## src/rtl/envgen_pkg.sv

```systemverilog
// ----------------------------------------------------------------------------
// envgen_pkg
// Constants and register indexes for the multi-voice envelope generator.
// ----------------------------------------------------------------------------
package envgen_pkg;

    localparam int LEVEL_W   = 25;
    localparam int ENV_W     = 15;
    localparam int SUSTAIN_W = 7;
    localparam int PERIOD_W  = 32;
    localparam int VOICE_W   = 2;
    localparam int CFG_IDX_W = 1;
    localparam int CFG_DAT_W = 32;

    // attack aims at 1.5 * 2^24 and ends once the level reaches 2^24
    localparam logic [LEVEL_W-1:0] ATTACK_TARGET = LEVEL_W'((1 << 24) + (1 << 23));
    localparam logic [LEVEL_W-1:0] ATTACK_END    = LEVEL_W'(1 << 24);

    localparam int SUSTAIN_SHIFT = 18;
    localparam int STEP_SHIFT    = 5;
    localparam int OUT_SHIFT     = 10;

    typedef enum logic [CFG_IDX_W-1:0] {
        CFG_SUSTAIN_LEVEL = 1'b0,
        CFG_DECAY_PERIOD  = 1'b1
    } t_cfg_index;

endpackage

```

## src/rtl/envelope_generator_multi_voice_top.sv

```systemverilog
// ----------------------------------------------------------------------------
// envelope_generator_multi_voice_top
// Time-multiplexed attack/decay/sustain envelope for VOICES voices.
// ----------------------------------------------------------------------------
// Pipeline: input register, then update logic into the result register.
// Throughput: one beat per cycle while the output is not held by i_out_ready;
// the per-voice state is written back in the same cycle it is read, so beats
// for the same voice may follow back to back.
// Reset: synchronous, active low; clears all voice state, the config registers and both valid flags.
// ----------------------------------------------------------------------------
module envelope_generator_multi_voice_top
    import envgen_pkg::*;
#(
    parameter int VOICES = 4
) (
    input  logic                 i_clk,
    input  logic                 i_rst_n,
    // configuration
    input  logic                 i_cfg_wr_en,
    input  logic [CFG_IDX_W-1:0] i_cfg_index,
    input  logic [CFG_DAT_W-1:0] i_cfg_data,
    // input channel
    input  logic                 i_in_valid,
    output logic                 o_in_ready,
    input  logic [VOICE_W-1:0]   i_voice,
    input  logic                 i_gate,
    // result channel
    output logic                 o_out_valid,
    input  logic                 i_out_ready,
    output logic [ENV_W-1:0]     o_envelope_level
);

    localparam int VIDX_W = (VOICES > 1) ? $clog2(VOICES) : 1;

    // configuration registers
    logic [SUSTAIN_W-1:0] r_sustain_level;
    logic [PERIOD_W-1:0]  r_decay_period;

    // per-voice state
    logic [LEVEL_W-1:0]  r_level       [VOICES];
    logic                r_prev_gate   [VOICES];
    logic                r_in_attack   [VOICES];
    logic [PERIOD_W-1:0] r_decay_count [VOICES];

    // input stage
    logic               r_s1_valid;
    logic [VOICE_W-1:0] r_s1_voice;
    logic               r_s1_gate;

    // result stage
    logic               r_out_valid;
    logic [ENV_W-1:0]   r_env;

    logic s1_adv;
    logic in_fire;

    assign s1_adv     = r_s1_valid && (!r_out_valid || i_out_ready);
    assign o_in_ready = !r_s1_valid || s1_adv;
    assign in_fire    = i_in_valid && o_in_ready;

    // ---------------- update logic ----------------
    logic [31:0]         voice_ext;
    logic                voice_ok;
    logic [VIDX_W-1:0]   vidx;
    logic [LEVEL_W-1:0]  lv;
    logic                n_attack;
    logic [LEVEL_W-1:0]  target;
    logic [PERIOD_W-1:0] cnt_inc;
    logic [PERIOD_W-1:0] n_count;
    logic [LEVEL_W-1:0]  diff;
    logic [LEVEL_W:0]    dec_round;
    logic [LEVEL_W-1:0]  n_level;
    logic [ENV_W-1:0]    n_env;

    always_comb begin
        voice_ext = 32'(r_s1_voice);
        voice_ok  = voice_ext < 32'(VOICES);
        vidx      = voice_ext[VIDX_W-1:0];
        lv        = r_level[vidx];

        n_attack = r_in_attack[vidx];
        if (!r_prev_gate[vidx] && r_s1_gate) begin
            n_attack = 1'b1;
        end
        if (!(lv < ATTACK_END && r_s1_gate)) begin
            n_attack = 1'b0;
        end

        target    = r_s1_gate ? (LEVEL_W'(r_sustain_level) << SUSTAIN_SHIFT) : '0;
        cnt_inc   = r_decay_count[vidx] + PERIOD_W'(1);
        n_count   = (cnt_inc < r_decay_period) ? cnt_inc : '0;
        diff      = lv - target;
        // ceil(diff / 32)
        dec_round = ({1'b0, diff} + (LEVEL_W+1)'(31)) >> STEP_SHIFT;

        if (n_attack) begin
            n_count = r_decay_count[vidx];
            n_level = lv + ((ATTACK_TARGET - lv) >> STEP_SHIFT);
        end else if (lv > target && n_count == '0) begin
            n_level = lv - dec_round[LEVEL_W-1:0];
        end else begin
            n_level = lv;
        end

        n_env = voice_ok ? n_level[LEVEL_W-1:OUT_SHIFT] : '0;
    end

    // ---------------- registers ----------------
    always_ff @(posedge i_clk) begin
        if (!i_rst_n) begin
            r_sustain_level <= '0;
            r_decay_period  <= '0;
        end else if (i_cfg_wr_en) begin
            unique case (i_cfg_index)
                CFG_SUSTAIN_LEVEL: r_sustain_level <= i_cfg_data[SUSTAIN_W-1:0];
                CFG_DECAY_PERIOD:  r_decay_period  <= i_cfg_data[PERIOD_W-1:0];
                default: ;
            endcase
        end
    end

    always_ff @(posedge i_clk) begin
        if (!i_rst_n) begin
            for (int v = 0; v < VOICES; v++) begin
                r_level[v]       <= '0;
                r_prev_gate[v]   <= 1'b0;
                r_in_attack[v]   <= 1'b0;
                r_decay_count[v] <= '0;
            end
        end else if (s1_adv && voice_ok) begin
            r_level[vidx]       <= n_level;
            r_prev_gate[vidx]   <= r_s1_gate;
            r_in_attack[vidx]   <= n_attack;
            r_decay_count[vidx] <= n_count;
        end
    end

    always_ff @(posedge i_clk) begin
        if (!i_rst_n) begin
            r_s1_valid <= 1'b0;
        end else if (in_fire) begin
            r_s1_valid <= 1'b1;
        end else if (s1_adv) begin
            r_s1_valid <= 1'b0;
        end
    end

    always_ff @(posedge i_clk) begin
        if (in_fire) begin
            r_s1_voice <= i_voice;
            r_s1_gate  <= i_gate;
        end
    end

    always_ff @(posedge i_clk) begin
        if (!i_rst_n) begin
            r_out_valid <= 1'b0;
        end else if (s1_adv) begin
            r_out_valid <= 1'b1;
        end else if (i_out_ready) begin
            r_out_valid <= 1'b0;
        end
    end

    always_ff @(posedge i_clk) begin
        if (s1_adv) begin
            r_env <= n_env;
        end
    end

    assign o_out_valid      = r_out_valid;
    assign o_envelope_level = r_env;

endmodule

```

## config.mk

```make
export PLATFORM = sky130hd
export DESIGN_NAME = envelope_generator_multi_voice_top
export DESIGN_NICKNAME = d
export VERILOG_FILES = /design/src/rtl/envgen_pkg.sv /design/src/rtl/envelope_generator_multi_voice_top.sv
export SDC_FILE = /design/constraint.sdc
export NUM_CORES = 1
export LEC_CHECK = 0
export BUFFER_PORTS_ARGS = -buffer_cell sky130_fd_sc_hd__buf_2
export CORE_ASPECT_RATIO = 2
export CORE_MARGIN = 8
export CORE_UTILIZATION = 40
export DETAILED_ROUTE_END_ITERATION = 7
export GPL_TIMING_DRIVEN = 0
export PLACE_DENSITY = 0.58
export SLEW_MARGIN = 20
export SYNTH_ARGS = -nofsm -noshare
export SYNTH_HDL_FRONTEND = slang
export SYNTH_SLANG_ARGS = --single-unit
```

## constraint.sdc

```tcl
create_clock -name i_clk -period 8.54 [get_ports i_clk]
set_clock_uncertainty 0.15 [all_clocks]
set_input_delay 0 -clock i_clk [delete_from_list [all_inputs] [get_ports i_clk]]
set_output_delay 0 -clock i_clk [all_outputs]
set_load 0.005 [all_outputs]
```

---- Yosys cells after proc, flatten, opt, wreduce, memory -nomap -nowiden ----
Memories as Yosys holds them, arrays and structs flattened. A register that Yosys moved wholly into a read port is not among the register bits.
Index checks and enable logic that the tools add are counted.
storage, ports and cells
  bits in registers ....................... 59
  bits in writable memories ............... 236
  output and inout port bits .............. 17
  logic and storage cells ................. 71
  memories ................................ 4
memories
  memory         words  bits a word  read ports  clocked after memory_dff  wr ports  RTL line                                  RTL
  r_decay_count  4      32           1           1                         4         envelope_generator_multi_voice_top.sv:43  logic [PERIOD_W-1:0] r_decay_count [VOICES];
  r_level        4      25           1           1                         4         envelope_generator_multi_voice_top.sv:40  logic [LEVEL_W-1:0] r_level [VOICES];
  r_in_attack    4      1            1           1                         4         envelope_generator_multi_voice_top.sv:42  logic r_in_attack [VOICES];
  r_prev_gate    4      1            1           1                         4         envelope_generator_multi_voice_top.sv:41  logic r_prev_gate [VOICES];
cells by class
  add/subtract/negate cells ............... 6
  magnitude comparators ................... 3
  multiplexer cells ....................... 31
  bitwise operators ....................... 1
  reductions and logical operators ........ 19
operators with widths
  kind                      count
  $mux W25                  4
  $mux W32                  3
  $add A32 B1 Y32 const B   1
  $logic_not A32 Y1         1
  $lt A32 B32 Y1            1
  $reduce_or A32 Y1         1
  $add A25 B5 Y26 const B   1
  $add A25 B20 Y25          1
  $gt A25 B25 Y1            1
  $lt A25 B25 Y1 const B    1
  $reduce_or A25 Y1         1
  $sub A25 B21 Y25          1
  $sub A25 B25 Y25          1
  $sub A25 B25 Y25 const A  1
  $mux W1                   16
  $mux W2                   8
  $logic_and A1 B1 Y1       5
  $reduce_and A2 Y1         2
  $reduce_bool A2 Y1        2
  $logic_not A1 Y1          3
  $logic_or A1 B1 Y1        2
  $reduce_or A1 Y1          2
  $not A1 Y1                1

---- Longest topological paths before layout ----
Gate-level depths: netlist (run 1).
  depth in word-level cells ............... 8
  depth in mapped cells ................... 28
  mapped depth without buffers ............ 21

---- Worst setup path before layout (run 1) ----
No wires, ideal clock.
  kind .................................... register -> register
  start point ............................. register with a tool-made name
  end point ............................... memory r_level[0][24], data pin
  library setup time ...................... 0.266 ns
  arrival ................................. 5.223 ns
  required time ........................... 8.124 ns
  slack ................................... 2.901 ns
  stages on the path, launching flop included .. 27
  path buffers ............................ 7
  clock period less this slack ............ 5.639 ns
  path through ............................ dfxtp_1 buf_2 buf_4 buf_4 buf_4 buf_4 buf_4 clkbuf_1 mux4_2 inv_1 ha_1 fa_1 nor4_1 and2_1 nand2_1 nor2_1 xnor2_1 ha_1 and2_1 nor2_1 nand2_1 o21ai_0 a41oi_1 nor4_1 o211ai_1 a211oi_2 nor2_1
RTL lines
  what              RTL line
  end: declaration  envelope_generator_multi_voice_top.sv:40

==> results of run 1 <==
## layer usage
layer,routed length [µm],GRT usage [%]
met1,20600,22.0
met2,36000,47.0
met3,2340,2.30
met4,5350,17.7
met5,0,0
## synth_stat cells, types with 11 or more instances
master	n	area share, %
a211o_1	12	0.57
a21boi_0	37	1.5
a21o_1	39	1.6
a21oi_1	60	1.6
a22oi_1	26	1.1
and2_1	20	0.68
and3_1	14	0.47
buf_2	16	0.43
clkbuf_1	64	1.3
dfxtp_1	49	5.3
edfxtp_1	248	40
ha_1	78	5.3
inv_1	114	2.3
mux2i_1	16	0.87
mux4_1	12	1.7
mux4_2	43	5.2
nand2_1	157	3.2
nand3_1	51	1.4
nand4_1	22	0.74
nor2_1	252	5.1
nor2b_1	18	0.61
nor3_1	51	1.4
nor4_1	14	0.47
o211ai_1	15	0.61
o21a_1	20	0.81
o21ai_0	38	1.0
o21ai_1	11	0.30
or3_1	20	0.68
xnor2_1	70	3.3
xor2_1	30	1.4
## registers in the layout, summed over array words and instances, names as in the netlist, named ones only
| register | cells |
|---|---|
| r_s1_voice | 2 |
| o_envelope_level | 15 |
| r_prev_gate | 4 |
| r_s1_valid | 1 |
| r_in_attack | 4 |
| o_out_valid | 1 |
| r_decay_period | 32 |
| r_sustain_level | 7 |
| r_level | 100 |
| r_decay_count | 128 |
| r_s1_gate | 1 |
## power by group through the flow
| stage | Clock, mW | Sequential, mW | Combinational [mW] |
|---|---|---|---|
| 2_1_floorplan | 0 | 1.71 | 0.992 |
| 3_3_place_gp | 0 | 1.71 | 1.44 |
| 3_5_place_dp | 0 | 1.71 | 1.46 |
| 4_1_cts | 1.30 | 1.68 | 1.48 |
| 5_1_grt | 1.35 | 1.69 | 1.61 |
| 6_report | 1.28 | 1.68 | 1.49 |
## through the flow
stage | cells | setup slack (ps) | hold slack (ps) | utilization [%]
finish | 2512 | 760 | 6.65 | 45.8
CTS | 2512 | 686 | 2.39 | 45.8
global placement | 2411 | 820 | 89.6 | 42.5
detailed placement | 2416 | 702 | 84.8 | 42.9
global route | 2512 | 337 | 62.8 | 45.8
floorplan | 1790 | 2900 | -51.1 | -
## area by class of cell
class | instances | area, µm²
inverters | 116 | 435
repair buffers | 105 | 831
flip-flops and latches | 297 | 8430
well taps | 565 | 707
multi-input cells | 1278 | 9160
clock inverters | 11 | 138
clock buffers | 41 | 791
plain buffers | 99 | 522
fillers | 4362 | 24800
## what timing repair did
item,4_1_cts,5_1_grt
hold endpoints to repair,50,0
hold buffers,44,0
endpoints found under the setup margin,0,0
buffers inserted,0,0
## cell families (layout without fill, tap and decap cells)
logic type,count (synthesis),in the layout,share of synthesized area (%)
adder cells (fa/ha/maj),81,81,5.60
flip-flops,297,297,45.5
AND/OR/NAND/NOR,677,677,17.4
buffers and inverters,215,372,5.17
multiplexers,78,78,8.29
XOR/XNOR,100,100,4.73
AO/OA/AOI/OAI,342,342,13.3
## final timing paths
check | startpoint | slack (ps) | depth (start not counted) | endpoint
max reg2reg | flop | 760 | 26 | r_level[1][17]$_SDFFCE_PN0P_
min | i_cfg_wr_en | 7 | 5 | r_decay_period[24]$_SDFFE_PN0P_
max | flop | 760 | 26 | r_level[1][17]$_SDFFCE_PN0P_
min reg2reg | r_prev_gate[0]$_DFF_P_ | 310 | 2 | r_prev_gate[0]$_DFF_P_
## worst reg2reg max path: stages, from the launching register on
cell	delay, ps
dfxtp_1	310
buf_2	240
buf_4	270
buf_4	260
buf_4	340
buf_4	330
buf_4	340
mux4_2	290
buf_2	270
inv_1	140
a2111oi_2	670
nand2_1	180
nor2_1	220
and2_1	210
and3_1	210
xnor2_1	80
ha_1	370
a21o_1	200
a21o_1	200
a21oi_1	270
a21boi_0	180
o22a_1	250
a2111oi_0	410
nor3_1	130
xor2_1	170
o221ai_1	670
nor2_1	130
==> results by group, run 1 <==
Outcome
  – Outcome: finished clean

Worst setup path
  – Critical path's slowest cell: a2111oi_2
  – Critical path class: reg2reg
  – CP max FO: 11
  – Worst EP arrival: between 7000 and 8000 ps
  – Critical path buffer and inverter count: 8
  – Crit path max-delay family: compound AO/OA/AOI/OAI gates
  – CP required: a little under 9000 ps
  – Setup crit start kind: flop
  – Worst path most repeated cell: buf_4
  – Crit. End Element: flop
  – Slowest cell delay on critical path: 670 ps

Clock tree
  – Clk_lat worst skew: 570 ps
  – Post-CTS Resized: 0
  – CTS sink cnt: between 200 and 300
  – CTS Buffer Depth: 3
  – Root buf cell: clkbuf_16
  – Num CTS Buffers: 28
  – Worst-path clk slew: 70 ps
  – Htree depth: 1
  – CTS tree: done

Placed design
  – HPWL after detailed placement: approximately 50000 µm
  – Area after DPL: between 0.015 and 0.02 mm²
  – PortBufs: 56
  – Final GP Congestion: 1.03

Cells and area
  – Layout cells sized above 1: between 10% and 20%
  – Fin area: about 0.021 mm²
  – Nets: 2047
  – Ant. Diodes: 0
  – Commonest non-fill, non-tap cells in the layout: nor2_1, edfxtp_1, nand2_1, inv_1, ha_1
  – Most common cell after layout, fill and taps aside: nor2_1
  – Area growth, synth to finish: 13.5%

Global routing
  – First-pass GRT wire length: 95600 µm
  – All-Layer GR Usage: a little under a quarter
  – GRT Residual Overflow: 0
  – Largest net degree at the start of global routing: 41
  – Vias in the first global route: between 15000 and 20000
  – Initial antenna violation count: 0

Pwr
  – Int Power: around 2.9 mW
  – Logic gate share of total power: 33.5%
  – Leakage: ~8 nW
  – Clock power frac: between 20% and 30%
  – Max VDD drop: between 0.1 and 0.15 mV
  – PnR Total Power: 4.46 mW
  – Switch Pwr: between 1.5 and 2 mW
  – Sw Ratio: between 30% and 40%
  – Flop pwr share: 37.7%
  – Pwr dens: 212 mW/mm²

Detailed routing
  – Drc violations: 0
  – DR iter-0 viols: between 800 and 900
  – Vias per inst: 5.80
  – Via Count: between 10000 and 15000
  – Drt first pass iters: 5
  – Antenna viol nets, final: 0
  – Total Wirelength: around 64000 µm
  – Drt wl/cell: approximately 26 µm

Synth
  – Mapped Avg Cell Area: 10.3 µm²
  – Synth Cell Area: ~0.019 mm²
  – Post-synth net total: 1912
  – Post-synth EDFFs: roughly 250
  – Register bit count reported by yosys: approximately 300
  – Async S/R FF share, synth: 0%
  – Top FF cell, synth: edfxtp_1
  – Synthesis Warnings: 0
  – Count of cell types in the netlist: just over 90
  – Cell count after synthesis: 1790
  – Register area share after synthesis: a little under half

Timing
  – Final worst path period need: 7780 ps
  – Worst-margin pin slew: 1180 ps
  – Max_slew headroom: between 15 and 20%
  – Final setup fails: 0
  – Setup_tns: 0 ps
  – Max Transition Viols Final: 0
  – Tcrit/Tclk final: 91.1%
  – Unrepaired setup endpoints after global routing: false
  – Final hold vios: 0
  – Fmax: roughly 0.13 GHz

Floorplan
  – Die ar.: 0.0538 mm²
  – # rows: between 100 and 150
  – Initial Util: about two fifths
  – CORE AREA: around 0.046 mm²
  – Num ports: 58
  – Die height: between 300 and 400 µm
  – Die width: about 170 µm

Job
  – Max Cap Violations: 0

Worst hold path
  – Hold crit path type: in2reg
No activity file was read; power rests on OpenSTA's default activity.
==> run 2, diff against run 1 <==
CORE_ASPECT_RATIO = default   (was 2)
==> results by group, run 2 (synthesis gave the netlist of run 1 again) <==
Clock tree
  – Worst-path clk slew: 60 ps (about the same)
  – Post-CTS Resized: 0 (unchanged)
  – CTS Buffer Depth: 3 (unchanged)
  – Setup Fix Bufs, Post-CTS: 0 (unchanged)
  – Num CTS Buffers: 34 (+21%)
  – Clk_lat worst skew: 540 ps (-30 ps)
  – Htree depth: 2 (+1)
  – CTS tree: done
  – CTS sink cnt: 297 (unchanged)
  – Root buf cell: clkbuf_16

Worst setup path
  – Worst path most repeated cell: buf_4
  – Flop2flop setup slack: 1010 ps (+250 ps)
  – Worst EP arrival: 7630 ps (-290 ps)
  – Register-to-Register Path Depth: 26 (unchanged)
  – Critical path's slowest cell: a2111oi_2
  – CP required: 8640 ps (-40 ps)
  – CP max FO: 11 (unchanged)
  – Crit path max-delay family: compound AO/OA/AOI/OAI gates
  – Crit. End Element: flop
  – Slowest cell delay on critical path: 640 ps (-30 ps)
  – Setup crit start kind: flop
  – Reg-to-Reg End: r_level[0][17]$_SDFFCE_PN0P_
  – Critical path class: reg2reg
  – Critical path buffer and inverter count: 8 (unchanged)

Placed design
  – Area after DPL: 0.0197 mm² (+0.19%)
  – Final GP Congestion: 0.945 (-8.5%)
  – PortBufs: 56 (unchanged)
  – HPWL after detailed placement: 40500 µm (-19%)

Cells and area
  – Area growth, synth to finish: 14.7%
  – Fin area: 0.0212 mm² (+1.0%)
  – Nets: 2053 (+0.29%)
  – Commonest non-fill, non-tap cells in the layout: nor2_1, edfxtp_1, nand2_1, inv_1, ha_1
  – Biggest register: r_decay_count
  – Max reg flops: 128 (unchanged)
  – Layout cells sized above 1: 12.1% (+0.40 points)
  – Fill count: 4371 (+0.21%)
  – Ant. Diodes: 0 (unchanged)
  – Fin util: 46.0% (+0.14 points)
  – Regs by FF count: r_decay_count: 128 flops, r_level: 100 flops, r_decay_period: 32 flops
  – Most common cell after layout, fill and taps aside: nor2_1

Detailed routing
  – Vias per inst: 5.68 (-1.9%)
  – Drc violations: 0 (unchanged)
  – Drt wl/cell: 21.9 µm (-15%)
  – Via Count: 14600 (+0.082%)
  – Drt first pass iters: 5 (unchanged)
  – Total Wirelength: 56100 µm (-13%)
  – Antenna viol nets, final: 0 (unchanged)
  – DR iter-0 viols: 1135 (+30%)

Timing
  – Setup_tns: 0 ps (unchanged)
  – Fmax: 0.133 GHz (+3.3%)
  – Worst-margin pin slew: 1080 ps (-93.7 ps)
  – Hold Slack: 65.3 ps (+58.6 ps)
  – Unrepaired setup endpoints after global routing: false
  – Tcrit/Tclk final: 88.2% (-2.9 points)
  – Max_slew headroom: 27.9% (+8.3 points)
  – Final hold vios: 0 (unchanged)
  – Max Transition Viols Final: 0 (unchanged)
  – Final setup fails: 0 (unchanged)
  – Final worst path period need: 7530 ps (-250 ps)

Floorplan
  – # rows: 79 (-29%)
  – Die height: 231 µm (-28%)
  – CORE AREA: 0.0462 mm² (+0.72%)
  – Num ports: 58 (unchanged)
  – Die ar.: 0.0534 mm² (-0.77%)
  – Die width: 231 µm (+37%)
  – Initial Util: 40.1% (-0.29 points)

Worst hold path
  – Worst Hold Depth: 2 (-3)
  – Hold_sp: i_gate
  – Worst hold endpoint: r_s1_gate$_DFFE_PP_
  – Hold crit path type: in2reg

Global routing
  – All-Layer GR Usage: 20.6% (-3.2 points)
  – GRT Residual Overflow: 0 (unchanged)
  – Initial antenna violation count: 0 (unchanged)
  – Vias in the first global route: 14600 (-3.6%)
  – First-pass GRT wire length: 86200 µm (-9.8%)
  – Largest net degree at the start of global routing: 39 (-4.9%)

Pwr
  – Leakage: 8.09 nW (+0.92%)
  – Logic gate share of total power: 31.3% (-2.2 points)
  – Max VDD drop: 0.137 mV (+5.1%)
  – PnR Total Power: 4.55 mW (+2.0%)
  – Int Power: 3.04 mW (+3.7%)
  – Flop pwr share: 36.9% (-0.8 points)
  – Sw Ratio: 33.3% (-1.1 points)
  – Clock power frac: 31.8% (+3.0 points)
  – Pwr dens: 214 mW/mm² (+1.0%)
  – Switch Pwr: 1.51 mW (-1.1%)

Job
  – Max Cap Violations: 0 (unchanged)

Outcome
  – Outcome: finished clean
==> run 2: area by class of cell <==
class | instances | area (µm²) | area share [%]
Multi-Input combinational cell | 1278 | 9160 | 43.1
Sequential cell | 297 | 8430 | 39.7
Clock buffer | 47 | 983 | 4.63
Timing Repair Buffer | 105 | 816 | 3.84
Tap cell | 607 | 759 | 3.58
Buffer | 99 | 522 | 2.46
Inverter | 116 | 435 | 2.05
Clock inverter | 15 | 124 | 0.584
==> run 2: per-layer routing <==
layer  wire [µm]  track usage, %  part of all wire (%)  vias up
li1            -               -                     -     6845
met1       24300            26.6                    43     7225
met2       27100            35.6                    48      412
met3        3010            2.97                   5.4       91
met4        1600            6.32                   2.9        0
met5           0               0                     0        -
==> run 2: metrics by stage <==
step / worst slack [ps] / std cells
finish: 1010 / 2564
global route: 575 / 2564
CTS: 1020 / 2564
detailed placement: 1050 / 2458
global placement: 1110 / 2453
floorplan: 2900 / 1790
==> run 2: what timing repair did <==
action                                  CTS  global route
hold buffers                             44             0
hold endpoints to repair                 50             0
endpoints found under the setup margin    0             0
==> run 2: worst max path at each step <==
stage | startpoint | to | slack (ps) | cells past startpoint
after floorplan | flop | r_level[0][24]$_SDFFCE_PN0P_ | 2900 | 26
after global placement | flop | o_envelope_level[14]$_DFFE_PP_ | 1110 | 27
after detailed placement | flop | o_envelope_level[14]$_DFFE_PP_ | 1050 | 27
after CTS | flop | o_envelope_level[14]$_DFFE_PP_ | 1020 | 27
after global routing | flop | o_envelope_level[14]$_DFFE_PP_ | 570 | 27
final | flop | r_level[0][17]$_SDFFCE_PN0P_ | 1010 | 26
==> run 2: worst register-to-register path, delay by kind of cell (launching register included) <==
kind	cells	cell delay [ps]
AO/OA/AOI/OAI	8	2690
buffers and inverters	8	2160
AND/OR/NAND/NOR	6	1040
adder cells (fa/ha/maj)	1	360
flip-flops	1	300
multiplexers	1	290
XOR/XNOR	2	260
==> run 2: power groups by stage <==
| stage | combinational (mW) | clock (mW) | sequential, mW |
|---|---|---|---|
| finish | 1.42 | 1.45 | 1.68 |
| global placement | 1.36 | 0 | 1.71 |
| CTS | 1.40 | 1.47 | 1.68 |
| detailed placement | 1.38 | 0 | 1.71 |
| floorplan | 0.992 | 0 | 1.71 |
| global route | 1.54 | 1.52 | 1.69 |
